--- config.mk ---
export PLATFORM = sky130hd
export DESIGN_NAME = hbridge_sine_trapezoid_driver
export DESIGN_NICKNAME = d
export VERILOG_FILES = /design/src/rtl/hbst_pkg.sv /design/src/rtl/hbst_gen.sv /design/src/rtl/hbridge_sine_trapezoid_driver.sv
export SDC_FILE = /design/constraint.sdc
export NUM_CORES = 1
export LEC_CHECK = 0
export ABC_AREA = 1
export BUFFER_PORTS_ARGS = -buffer_cell sky130_fd_sc_hd__buf_2
export CAP_MARGIN = 25
export CORE_MARGIN = 2
export CORE_UTILIZATION = 53
export DETAILED_ROUTE_END_ITERATION = 10
export PLACE_DENSITY = 0.82
export SETUP_SLACK_MARGIN = 0.3
export SLEW_MARGIN = 15
export SYNTH_ARGS = -nofsm -noshare
export SYNTH_HDL_FRONTEND = slang
export SYNTH_SLANG_ARGS = --single-unit
export TNS_END_PERCENT = 20
--- constraint.sdc ---
create_clock -name clock -period 10.21 [get_ports clock]
set_clock_uncertainty 0.05 [all_clocks]
set_input_delay 2.042 -clock clock [delete_from_list [all_inputs] [get_ports clock]]
set_output_delay 2.042 -clock clock [all_outputs]
set_load 0.03 [all_outputs]
--- src/rtl/hbst_pkg.sv ---
// Shared types, register codes and the half-sine table for the H-bridge driver.
// No dependencies; used by hbst_gen and hbridge_sine_trapezoid_driver.
`timescale 1ns / 1ps

package hbst_pkg;

   localparam int CSR_INDEX_BITS = 3;
   localparam int CSR_DATA_BITS  = 16;

   localparam logic [CSR_INDEX_BITS-1:0] CSR_SINE_MODE  = 3'd0;
   localparam logic [CSR_INDEX_BITS-1:0] CSR_SINE_STEP  = 3'd1;
   localparam logic [CSR_INDEX_BITS-1:0] CSR_DEAD_TICKS = 3'd2;
   localparam logic [CSR_INDEX_BITS-1:0] CSR_PULSE      = 3'd3;
   localparam logic [CSR_INDEX_BITS-1:0] CSR_NULL       = 3'd4;

   localparam logic        RST_SINE_MODE  = 1'b1;
   localparam logic [15:0] RST_SINE_STEP  = 16'd510;
   localparam logic [7:0]  RST_DEAD_TICKS = 8'd24;
   localparam logic [15:0] RST_PULSE      = 16'd56000;
   localparam logic [15:0] RST_NULL       = 16'd24000;

   localparam int POS_BITS   = 6;
   localparam int STORED_LEN = 39;

   localparam logic [7:0] HALF_SINE [STORED_LEN] = '{
      8'd0,   8'd21,  8'd41,  8'd61,  8'd81,  8'd100, 8'd119, 8'd136,
      8'd153, 8'd169, 8'd184, 8'd198, 8'd210, 8'd221, 8'd230, 8'd238,
      8'd245, 8'd250, 8'd253, 8'd255, 8'd253, 8'd250, 8'd245, 8'd238,
      8'd230, 8'd221, 8'd210, 8'd198, 8'd184, 8'd169, 8'd153, 8'd136,
      8'd119, 8'd100, 8'd81,  8'd61,  8'd41,  8'd21,  8'd0
   };

   typedef struct packed {
      logic        sine_mode;
      logic [15:0] sine_step_ticks;
      logic [7:0]  dead_ticks;
      logic [15:0] pulse_ticks;
      logic [15:0] null_ticks;
   } cfg_type;

   typedef struct packed {
      logic b2_low;
      logic b1_low;
      logic b2_high;
      logic b1_high;
   } gate_type;

   // Positions past the stored table read as zero.
   function automatic logic [7:0] sine_value(input logic [POS_BITS-1:0] idx);
      logic [7:0] v;
      v = 8'd0;
      if (idx < POS_BITS'(STORED_LEN)) begin
         v = HALF_SINE[idx];
      end
      return v;
   endfunction

endpackage

--- src/rtl/hbst_gen.sv ---
// Sine-table and trapezoid gate generators of the H-bridge driver.
// Depends on hbst_pkg for the configuration and gate types and the sine table.
`timescale 1ns / 1ps

module hbst_gen #(
   parameter int TABLE_LEN  = 39,
   parameter int DUTY_BITS  = 8,
   parameter int COUNT_BITS = 16
) (
   input  logic                   clock,
   input  logic                   reset,
   input  hbst_pkg::cfg_type      cfg,
   input  logic                   restart,
   input  logic                   tick,
   output hbst_pkg::gate_type     gates_next,
   output logic [DUTY_BITS-1:0]   duty1_next,
   output logic [DUTY_BITS-1:0]   duty2_next
);
   import hbst_pkg::*;

   localparam int CMP_W = (COUNT_BITS > 16) ? COUNT_BITS : 16;

   typedef enum logic [2:0] {
      T_NULL_DEAD_A, T_NULL_A, T_POS_DEAD, T_POS,
      T_NULL_DEAD_B, T_NULL_B, T_NEG_DEAD, T_NEG
   } trap_step_type;

   logic [POS_BITS-1:0]   pos_ff, pos_in, pos_inc;
   logic                  half_pos_ff, half_pos_in;
   logic [COUNT_BITS-1:0] tick_ff, tick_in, tick_inc;
   trap_step_type         step_ff, step_in;
   gate_type              gates_ff, gates_in;
   logic [DUTY_BITS-1:0]  duty1_ff, duty1_in, duty2_ff, duty2_in;

   logic [15:0]           len, len_min;
   logic                  reached, wrap;
   logic [DUTY_BITS-1:0]  table_val;

   always_comb begin
      if (cfg.sine_mode) begin
         len = cfg.sine_step_ticks;
      end else if (!step_ff[0]) begin
         len = {8'd0, cfg.dead_ticks};
      end else if (step_ff == T_NULL_A || step_ff == T_NULL_B) begin
         len = cfg.null_ticks;
      end else begin
         len = cfg.pulse_ticks;
      end
      len_min  = (len == 16'd0) ? 16'd1 : len;
      tick_inc = tick_ff + COUNT_BITS'(1);
      reached  = CMP_W'(tick_inc) >= CMP_W'(len_min);
      pos_inc  = pos_ff + POS_BITS'(1);
      wrap     = {1'b0, pos_inc} >= (POS_BITS + 1)'(TABLE_LEN);
   end

   always_comb begin
      pos_in      = pos_ff;
      half_pos_in = half_pos_ff;
      step_in     = step_ff;
      gates_in    = gates_ff;
      duty1_in    = duty1_ff;
      duty2_in    = duty2_ff;
      tick_in     = reached ? '0 : tick_inc;
      table_val   = '0;
      if (reached) begin
         if (cfg.sine_mode) begin
            pos_in = wrap ? '0 : pos_inc;
            if (wrap) begin
               half_pos_in      = ~half_pos_ff;
               gates_in.b1_high = ~half_pos_ff;
               gates_in.b2_high = half_pos_ff;
            end
            table_val = DUTY_BITS'(sine_value(pos_in));
            duty1_in  = half_pos_in ? '0 : table_val;
            duty2_in  = half_pos_in ? table_val : '0;
         end else begin
            step_in = trap_step_type'(step_ff + 3'd1);
            case (step_ff)
               T_NULL_DEAD_A: gates_in.b2_low  = 1'b1;
               T_NULL_A:      gates_in.b1_low  = 1'b0;
               T_POS_DEAD:    gates_in.b1_high = 1'b1;
               T_POS:         gates_in.b1_high = 1'b0;
               T_NULL_DEAD_B: gates_in.b1_low  = 1'b1;
               T_NULL_B:      gates_in.b2_low  = 1'b0;
               T_NEG_DEAD:    gates_in.b2_high = 1'b1;
               default:       gates_in.b2_high = 1'b0;
            endcase
         end
      end
   end

   assign gates_next = gates_in;
   assign duty1_next = duty1_in;
   assign duty2_next = duty2_in;

   always_ff @(posedge clock) begin
      if (reset || restart) begin
         pos_ff      <= '0;
         half_pos_ff <= 1'b1;
         tick_ff     <= '0;
         step_ff     <= T_NULL_DEAD_A;
         gates_ff    <= '0;
         duty1_ff    <= '0;
         duty2_ff    <= '0;
      end else if (tick) begin
         pos_ff      <= pos_in;
         half_pos_ff <= half_pos_in;
         tick_ff     <= tick_in;
         step_ff     <= step_in;
         gates_ff    <= gates_in;
         duty1_ff    <= duty1_in;
         duty2_ff    <= duty2_in;
      end
   end

endmodule

--- src/rtl/hbridge_sine_trapezoid_driver.sv ---
// Top level of the H-bridge driver: stream channels, registers, fault guard.
// Depends on hbst_pkg and instantiates hbst_gen.
`timescale 1ns / 1ps

// Each transaction on the req_ channel is one time-base tick carrying the
// read-back levels of the four gate pins. For each one the block returns one
// transaction on the rsp_ channel with the gate levels and PWM duties that
// hold after that tick, or the fault flag with everything off.
// rsp_tvalid rises in the cycle after acceptance, and a new transaction
// is taken every cycle unless the receiver stalls: the generator update is
// a single combinational pass between the generator and output registers.
// When the receiver stalls, the result waits in the output register and
// req_tready drops until it is taken; nothing is lost or repeated.
// Registers are written through csr_wen, csr_index and csr_wdata; the user
// must do so only while the block is idle, which the block does not enforce.
// Changing the mode restarts both generators with all gates off; a latched
// fault is kept. Synchronous reset loads the register defaults, restarts the
// generators, clears the fault latch and empties the output register.
module hbridge_sine_trapezoid_driver #(
   parameter int TABLE_LEN  = 39,
   parameter int DUTY_BITS  = 8,
   parameter int COUNT_BITS = 16
) (
   input  logic                                     clock,
   input  logic                                     reset,
   input  logic                                     req_tvalid,
   output logic                                     req_tready,
   // sense_b1_high, sense_b1_low, sense_b2_high, sense_b2_low
   input  logic [7:0]                               req_tdata,
   output logic                                     rsp_tvalid,
   input  logic                                     rsp_tready,
   // b1_high_gate, b2_high_gate, b1_low_gate, b2_low_gate, b1_low_duty,
   // b2_low_duty, fault
   output logic [((2*DUTY_BITS+5+7)/8)*8-1:0]       rsp_tdata,
   input  logic                                     csr_wen,
   input  logic [hbst_pkg::CSR_INDEX_BITS-1:0]      csr_index,
   input  logic [hbst_pkg::CSR_DATA_BITS-1:0]       csr_wdata
);
   import hbst_pkg::*;

   localparam int RSP_W     = ((2*DUTY_BITS+5+7)/8)*8;
   localparam int DUTY1_POS = 4;
   localparam int DUTY2_POS = 4 + DUTY_BITS;
   localparam int FAULT_POS = 4 + 2*DUTY_BITS;

   cfg_type              cfg_ff;
   logic                 fault_ff;
   logic                 rsp_tvalid_ff;
   logic [RSP_W-1:0]     rsp_tdata_ff, rsp_tdata_in;

   logic                 accept, sense_fault, fault_now, restart;
   gate_type             gates_next;
   logic [DUTY_BITS-1:0] duty1_next, duty2_next;

   assign req_tready  = !rsp_tvalid_ff || rsp_tready;
   assign accept      = req_tvalid && req_tready;
   assign sense_fault = (req_tdata[0] && req_tdata[1]) || (req_tdata[2] && req_tdata[3]);
   assign fault_now   = fault_ff || sense_fault;
   assign restart     = csr_wen && csr_index == CSR_SINE_MODE
                        && csr_wdata[0] != cfg_ff.sine_mode;

   hbst_gen #(
      .TABLE_LEN  (TABLE_LEN),
      .DUTY_BITS  (DUTY_BITS),
      .COUNT_BITS (COUNT_BITS)
   ) u_gen (
      .clock      (clock),
      .reset      (reset),
      .cfg        (cfg_ff),
      .restart    (restart),
      .tick       (accept && !fault_now),
      .gates_next (gates_next),
      .duty1_next (duty1_next),
      .duty2_next (duty2_next)
   );

   always_comb begin
      rsp_tdata_in = '0;
      if (fault_now) begin
         rsp_tdata_in[FAULT_POS] = 1'b1;
      end else begin
         rsp_tdata_in[0] = gates_next.b1_high;
         rsp_tdata_in[1] = gates_next.b2_high;
         rsp_tdata_in[2] = !cfg_ff.sine_mode && gates_next.b1_low;
         rsp_tdata_in[3] = !cfg_ff.sine_mode && gates_next.b2_low;
         if (cfg_ff.sine_mode) begin
            rsp_tdata_in[DUTY1_POS +: DUTY_BITS] = duty1_next;
            rsp_tdata_in[DUTY2_POS +: DUTY_BITS] = duty2_next;
         end
      end
   end

   always_ff @(posedge clock) begin
      if (reset) begin
         cfg_ff.sine_mode       <= RST_SINE_MODE;
         cfg_ff.sine_step_ticks <= RST_SINE_STEP;
         cfg_ff.dead_ticks      <= RST_DEAD_TICKS;
         cfg_ff.pulse_ticks     <= RST_PULSE;
         cfg_ff.null_ticks      <= RST_NULL;
      end else if (csr_wen) begin
         case (csr_index)
            CSR_SINE_MODE:  cfg_ff.sine_mode       <= csr_wdata[0];
            CSR_SINE_STEP:  cfg_ff.sine_step_ticks <= csr_wdata;
            CSR_DEAD_TICKS: cfg_ff.dead_ticks      <= csr_wdata[7:0];
            CSR_PULSE:      cfg_ff.pulse_ticks     <= csr_wdata;
            CSR_NULL:       cfg_ff.null_ticks      <= csr_wdata;
            default: ;
         endcase
      end
   end

   always_ff @(posedge clock) begin
      if (reset) begin
         fault_ff      <= 1'b0;
         rsp_tvalid_ff <= 1'b0;
      end else begin
         if (accept && sense_fault) begin
            fault_ff <= 1'b1;
         end
         if (accept) begin
            rsp_tvalid_ff <= 1'b1;
         end else if (rsp_tready) begin
            rsp_tvalid_ff <= 1'b0;
         end
      end
   end

   always_ff @(posedge clock) begin
      if (accept) begin
         rsp_tdata_ff <= rsp_tdata_in;
      end
   end

   assign rsp_tvalid = rsp_tvalid_ff;
   assign rsp_tdata  = rsp_tdata_ff;

   a_fault_sticky: assert property (@(posedge clock) disable iff (reset)
      fault_ff |=> fault_ff)
      else $error("fault latch cleared without reset");

   a_fault_all_off: assert property (@(posedge clock) disable iff (reset)
      rsp_tvalid && rsp_tdata[FAULT_POS] |-> rsp_tdata[FAULT_POS-1:0] == '0)
      else $error("gate or duty active in a fault transaction");

   a_stall_blocks: assert property (@(posedge clock) disable iff (reset)
      rsp_tvalid && !rsp_tready |-> !req_tready)
      else $error("input taken while the output register is full");

   a_sine_low_off: assert property (@(posedge clock) disable iff (reset)
      accept && cfg_ff.sine_mode |=> !rsp_tdata[2] && !rsp_tdata[3])
      else $error("low-side gate driven in sine mode");

endmodule
==> results.txt, run 1 <==
The HPWL after detailed placement is 10300 um. Adding up every negative setup slack in the final design gives 0 ns. The worst pin sits at a relative slew slack of 30.4%.

The number of global-route vias before repair came out at 5464. The leakage component of the power came out at 3.37 nW. Based on the critical path, the design can be clocked at up to 182 MHz. TritonCTS built the clock tree.

The run finished with clean final reports. The number of violations reported at the end of detailed-routing iteration 0 is 398. The worst setup path is captured at a flop.

The fraction of the yosys area taken by sequential cells is 40.5%. After detailed routing, no signal wire sits above met4. The number of antenna diodes is 0. The mean number of vias per cell came out at 5.35. After routing the design area is 0.00769 mm^2.

After detailed routing, the total wire length is 15400 um. The largest driver fanout on the critical path is 21. The arrival time of the worst setup path came out at 5.73 ns. The actual slew at the worst max-slew pin is 1.04 ns. The count of final max-slew check failures is 0. The class of the worst hold path is flop to flop.

The number of search-and-repair iterations in the first detailed-routing pass came out at 5. STA puts the critical path data required time at 10.45 ns. The final weighted congestion of routability-driven global placement is 0.921. The number of setup buffers added after CTS came out at 0. Clock-pin slew was measured on the worst setup and hold paths at 0.06 ns.

The average cell area after synthesis is 7.17 um^2. Pin placement for this block handled 58 I/O pins. The total routing resource utilization after global routing is 23.7%. Leaving out fill and tap cells, the most frequent cell in the layout is nand2_1. The part of the cycle the worst path needs is 53.8%. The final period demand of the worst path is 5.49 ns. IR analysis of the VDD net gives a maximum drop of 107 uV. The cell area after synthesis is 0.00675 mm^2. After the last flow step, the layout net total stands at 1045. The Yosys step of the flow raised 0 warnings. In this run the critical register-to-register path is launched from u_gen.step_ff[0]. The share of cells above drive strength 1 came out at 11.9%. The count of distinct cell types in the synthesized netlist came out at 43. The total of fill cells in the finished design came out at 1167. Setup repair after global routing left no endpoint under its margin. The final number of hold-violating endpoints is 0.

The area of placed instances is 0.00709 mm^2. After detailed routing, the number of remaining DRC violations is 0. The source of the critical timing path is u_gen.step_ff[0]. The reported max-cap violation count came out at 0. Buffers inserted to repair hold after CTS numbered 0. The root buffer cell is clkbuf_16. The first global-routing pass estimated 25700 um of wire.

The standard cell core area is 0.0125 mm^2. In this run the core area contains 41 standard-cell rows. The post-synthesis register bit count came out at 126. The post-cts repair resize count came out at 0. The count of nets left with antenna violations once routing finished came out at 0. The detailed-route via count is 6250. STA classifies the critical path startpoint as a flop.

Counting along the longest clock path gives a buffer depth of 2. The full die area came out at 0.0137 mm^2. The remaining global-route overflow came out at 0. The design draws 1.18 mW. The routed wire length per instance is 13.2 um. The met3 wire length is 883 um. The wire length on met1 is 6910 um. The number of input and output port buffers inserted is 50. The post-synthesis cell count came out at 942.

The smallest setup slack after layout came out at 4.72 ns. The number of buffers created by CTS came out at 17. The initial cell density of the core came out at 54.0%. The worst setup timing slack at the placement stage is 4.78 ns. The setup-violating endpoint count in the final report is 0. Relative to the synthesized area, the layout overhead comes to 13.9%. The count of clock tree sinks is 126. The maximum number of pins on one net before global-route repair is 58. The H-tree generated during clock tree synthesis spans 4 levels. The initial antenna violation count came out at 0. The power density normalized to cell area is 154 mW/mm^2. The start point of the worst min-delay path is cfg_ff[23]. The die height is 117 um. By startpoint and endpoint, the worst setup path is classified as flop to flop. The floorplan step set the die width to 117 um.

In the layout the commonest cells are 224 x nand2_1, 105 x dfxtp_1, 103 x nor2_1. The clock insertion delay at the later pin of the skew report is 0.41 ns. The final standard cell utilization of the core came out at 61.4%. Detailed routing placed a total of 7430 um of wire on met2.
-- critical path, stage by stage, from the launching register on --
cell and delay (ns):
dfxtp_1 0.58, ha_1 0.64, clkinv_1 0.72, o211ai_1 0.40
o21ai_0 0.17, inv_1 0.11, nand4_1 0.15, o41ai_1 0.37
ha_1 0.17, nand2_1 0.04, nor2_1 0.10, nand3_1 0.10
nand3_2 0.17, nand2_2 0.33, nor2_1 0.70, inv_2 0.32
nand2_1 0.13, o211ai_1 0.09
-- power breakdown --
| part | switching (mW) | internal [mW] |
|---|---|---|
| Combinational | 0.0560 | 0.0240 |
| Sequential | 0.00634 | 0.520 |
| Clock | 0.214 | 0.364 |
| Total | 0.276 | 0.907 |
-- path summary, 6_finish.rpt --
kind         cells after the start           endpoint  slack (ns)
min                              2         cfg_ff[23]        0.40
max                             17  u_gen.half_pos_ff        4.72
max reg2reg                     17  u_gen.half_pos_ff        4.72
min reg2reg                      2         cfg_ff[23]        0.40
-- kinds of logic (layout without fill, tap and decap cells) --
family | Yosys count | count (layout) | synth area share [%]
XOR/XNOR | 12 | 12 | 1.56
flip-flops | 126 | 126 | 40.5
buffers and inverters | 132 | 184 | 7.93
AO/OA/AOI/OAI | 210 | 210 | 16.7
AND/OR/NAND/NOR | 431 | 431 | 27.7
adder cells (fa/ha/maj) | 30 | 30 | 5.56
other | 1 | 3 | 0.0555
-- stage by stage --
step / instances / hold WS, ns
finish: 1168 / 0.399
global route: 1168 / 0.420
CTS: 1166 / 0.399
detailed placement: 1134 / 0.387
global placement: 1134 / 0.383
floorplan: 944 / 0.374
-- registers in the layout, summed over array words and instances (netlist names) --
register	count
u_gen.step_ff	3
u_gen.half_pos_ff	1
rsp_tdata	21
u_gen.gates_ff	4
fault_ff	1
rsp_tvalid	1
u_gen.duty1_ff	8
u_gen.tick_ff	16
cfg_ff	57
u_gen.pos_ff	6
u_gen.duty2_ff	8
-- synth_stat cells, drive strengths merged --
cell	instances	area share [%]
nand2	231	13
nor2	110	6.8
dfxtp	105	31
o21ai	96	7.1
inv	90	5.0
a21oi	83	6.2
nand3	69	5.5
ha	30	5.6
clkbuf	24	1.3
edfxtp	21	9.3
buf	14	1.3
o211ai	11	1.2
xor2	10	1.3
nand4	9	0.83
nor3	8	0.76
a22oi	6	0.67
o22ai	5	0.56
clkinv	4	0.22
a31oi	3	0.28
o21a	3	0.33
or2	3	0.31
xnor2	2	0.26
a211oi	1	0.11
a22o	1	0.13
conb	1	0.056
nor3b	1	0.11
o41ai	1	0.13
-- per-layer routing --
| layer | vias up | track usage [%] |
|---|---|---|
| met5 | - | 0 |
| met4 | 0 | 7.76 |
| met3 | 15 | 4.79 |
| met2 | 196 | 40.3 |
| met1 | 2853 | 30.2 |
| li1 | 3186 | - |
-- area by class of cell --
| type | count | area [um^2] | area share, % |
|---|---|---|---|
| multi-input cells | 686 | 3490 | 45.4 |
| repair buffers | 58 | 330 | 4.29 |
| clock buffers | 21 | 450 | 5.86 |
| inverters | 94 | 355 | 4.62 |
| well taps | 172 | 215 | 2.80 |
| clock inverters | 11 | 114 | 1.48 |
| flip-flops and latches | 126 | 2730 | 35.5 |
Power figures use the tool's default switching activity.
==> inputs of run 2 (changes only) <==
- ABC_AREA: 1 -> 0
- clock period: 10.21 -> 5.2 ns (I/O delays scaled with it)
==> results.txt, run 2 <==
The CTS tree is yes. The post-synthesis register bit count came out at 126. Once detailed placement completed, the half-perimeter wirelength came to 10700 um. The worst stage delay on the critical path came out at 0.73 ns.

The number of enable-type register cells in the synthesized netlist is 21. The biggest area contributor in the post-synthesis netlist is dfxtp_1. The part of the cycle the worst path needs came out at 85.1%. At the end of routability-driven placement, the weighted congestion stood at 0.895. The number of antenna diodes is 0. The routed design has 16900 um of wire.

The number of placed cells counting well taps came out at 1000. The H-tree was split into 4 levels. The floorplan has 42 rows.

The number of buffers created by CTS is 17. CTS placed an instance of clkbuf_16 at the clock tree root. Internal power comes to 1.90 mW.

Counting instances, the worst hold path has a depth of 2. The flop-to-flop setup slack is 0.77 ns. The mean number of vias per cell is 6.09. The setup-violating endpoint count in the final report is 0. The number of warnings printed during yosys synthesis is 0. In the global route stage, met1 resource usage came out at 33.0%. The worst hold path terminates at cfg_ff[55]. The number of search-and-repair iterations in the first detailed-routing pass is 5.

The share of cells above drive strength 1 came out at 15.4%. The number of antenna-violating nets in the routed design is 0. Summed over its instances, the top area cell type makes up 29.9% of the synthesized netlist area. Summed over all failing endpoints, the final setup total negative slack is 0 ns.

The count of final max-slew check failures came to 0. The count of distinct cell types in the synthesized netlist came out at 77. The count of clock tree sinks came out at 126. Entering global routing, the biggest net connects 62 pins. The reg-to-reg startpoint is u_gen.step_ff[1]. The clock passes through at most 2 buffers. The type of destination of the critical path is a flop. The total buffers and inverters traversed by the critical path is 3.

met2 is the most crowded layer. The power spent charging and discharging nets came out at 0.542 mW. The number of violations reported at the end of detailed-routing iteration 0 came out at 546. The number of global-route vias before repair is 5742. The final number of hold-violating endpoints is 0.

The total routing resource utilization after global routing is 24.3%. The first global-routing pass estimated 28000 um of wire. Power spread over the standard cell area amounts to 304 mW/mm^2. The critical path is of the flop to flop type. The leakage component of the power came out at 3.17 nW. The post-synthesis to final-layout area growth is 14.1%. On the critical path, the stage with the largest delay is an instance of nor2_1. The run finished with clean final reports. The fraction of the yosys area taken by sequential cells is 38.8%.

The final-stage net count is 906. By count the netlist is led by 131 x nand2_1, 105 x dfxtp_1, 69 x a21oi_1. The initial cell density of the core came out at 53.8%. The post-synthesis cell count is 813. The die extent in x came out at 119 um. In this run the cell area of the synthesized design comes to 0.00704 mm^2.

The largest driver fanout on the critical path came out at 16. cfg_ff holds more flip-flops than any other register. The required time of the critical path came out at 5.44 ns. The remaining global-route overflow is 0. Setup repair after global routing left no endpoint under its margin.

The final period demand of the worst path came out at 4.43 ns. The clock slew seen by the registers of the worst setup and hold paths is 0.06 ns. The reported max-cap violation count came out at 0. The fraction of met2 tracks used by global routing came out at 36.7%. The highest ir drop seen on vdd is 240 uV. The full die area is 0.0142 mm^2.

The final hold slack is 0.403 ns. The switching fraction of total power came out at 22.2%. The die height is 119 um. The number of flip-flops in the largest register came out at 57. STA classifies the critical path startpoint as a flop.

The top cell types in the final layout, fill and taps aside, are 131 x nand2_1, 105 x dfxtp_1, 69 x a21oi_1. 58 I/O pins were placed. The highest clock frequency the design can meet is 226 MHz. The start point of the worst min-delay path is cfg_ff[55]. The post-cts repair resize count came out at 0. nand2_1 is the most common cell in the netlist.

Leaving out fill and tap cells, the most frequent cell in the layout is nand2_1. Input and output buffers added on the ports amount to 50. The global routing met3 resource utilization came out at 5.70%. The clock reaches the later pin of the worst-skew pair after 0.42 ns.

The clock group share of total power is 52.4%. After detailed routing, the number of remaining DRC violations is 0. The arrival time of the worst setup path is 4.66 ns. The share of flip-flops with an asynchronous set or reset came out at 0%. Yosys attributes the largest share of cell area to dfxtp_1 30%, edfxtp_1 9.0%, nand2_1 7.0%. After clock tree synthesis, the setup repair step added 0 buffers. The initial antenna violation count came to 0. The actual slew at the worst max-slew pin came out at 1.01 ns.

The detailed-route via count came out at 6289. Walking the worst path, the cells encountered are inv_1 > ha_1 > buf_12 > mux2_2 > a22oi_1 > nand4_1 > nor3_1 > nand4_1 > nand2_1 > ha_1 > nor2b_1 > o21ai_0 > nand2_1 > a21oi_1 > buf_4 > or2_0 > nor2_1 > a22o_1. The proportion of power drawn by flip-flops and latches is 41.9%. Combinational logic is responsible for 5.8% of the overall power.

The non-filler instance count after layout is 1033. The most instantiated flip-flop cell in the synthesis netlist is dfxtp_1. The routed wire length per instance came out at 16.3 um. The worst hold path belongs to the class flop to flop. The depth of the worst register-to-register path is 18. The headroom to the max-slew limit is 32.7%. The endpoint identified for the worst register-to-register timing path is rsp_tdata[12]. The family with the most delay on the worst path is simple AND/OR/NAND/NOR gates. The standard cell core area came out at 0.0131 mm^2. The average cell area after synthesis is 8.66 um^2. Buffers inserted to repair hold after CTS numbered 0.
-- run 2: how the worst max path moves through the flow --
stage	from	to	slack, ns	cells after the start
floorplan	u_gen.step_ff[1]	rsp_tdata[5]	1.25	21
global placement	u_gen.step_ff[1]	rsp_tdata[3]	0.86	18
detailed placement	u_gen.step_ff[1]	rsp_tdata[3]	0.83	18
CTS	u_gen.step_ff[1]	rsp_tdata[3]	0.78	18
global route	u_gen.step_ff[1]	rsp_tdata[12]	0.47	18
finish	u_gen.step_ff[1]	rsp_tdata[12]	0.77	18
-- run 2: final cells by class --
type                    count  area [um^2]
multi-input cells         618         4000
well taps                 176          220
flip-flops and latches    126         2730
clock buffers              23          482
fillers                  1058         5050
clock inverters             9          158
inverters                  12         45.0
repair buffers             69          405
-- run 2: cells by family after synthesis --
kind of cell | after synthesis | share of synthesized area, %
AND/OR/NAND/NOR | 320 | 22.1
AO/OA/AOI/OAI | 202 | 20.5
flip-flops | 126 | 38.8
buffers and inverters | 71 | 4.57
multiplexers | 37 | 5.42
adder cells (fa/ha/maj) | 31 | 5.47
XOR/XNOR | 25 | 3.11
other | 1 | 0.0533
-- run 2: power groups by stage --
stage	Sequential, mW	Clock, mW	Combinational, mW
2_1_floorplan	1.06	0	0.0789
3_3_place_gp	1.04	0	0.137
3_5_place_dp	1.04	0	0.140
4_1_cts	1.02	1.29	0.140
5_1_grt	1.02	1.33	0.155
6_report	1.02	1.28	0.142
-- run 2: layer usage --
metal / routed length [um] / up-vias
met4: 508 / 0
li1: - / 3019
met3: 1260 / 48
met5: 0 / -
met1: 7650 / 2950
met2: 7470 / 272
-- run 2: per-stage QoR --
stage | instance area [um^2] | util [%] | power, mW | worst slack [ns]
4_1_cts | 8030 | 61.4 | 2.45 | 0.780
3_5_place_dp | 7390 | 56.5 | 1.18 | 0.831
5_1_grt | 8040 | 61.4 | 2.51 | 0.469
6_report | 8040 | 61.4 | 2.44 | 0.775
3_3_place_gp | 7380 | 56.4 | 1.18 | 0.864
2_1_floorplan | 7050 | - | 1.14 | 1.25
-- run 2: tightest hold or removal path: cells and delay by family, from the launching register on --
family             cells  cell delay, ns
AOI/OAI and AO/OA      1            0.05
DFF                    1            0.30
and+or+nand+nor        1            0.05
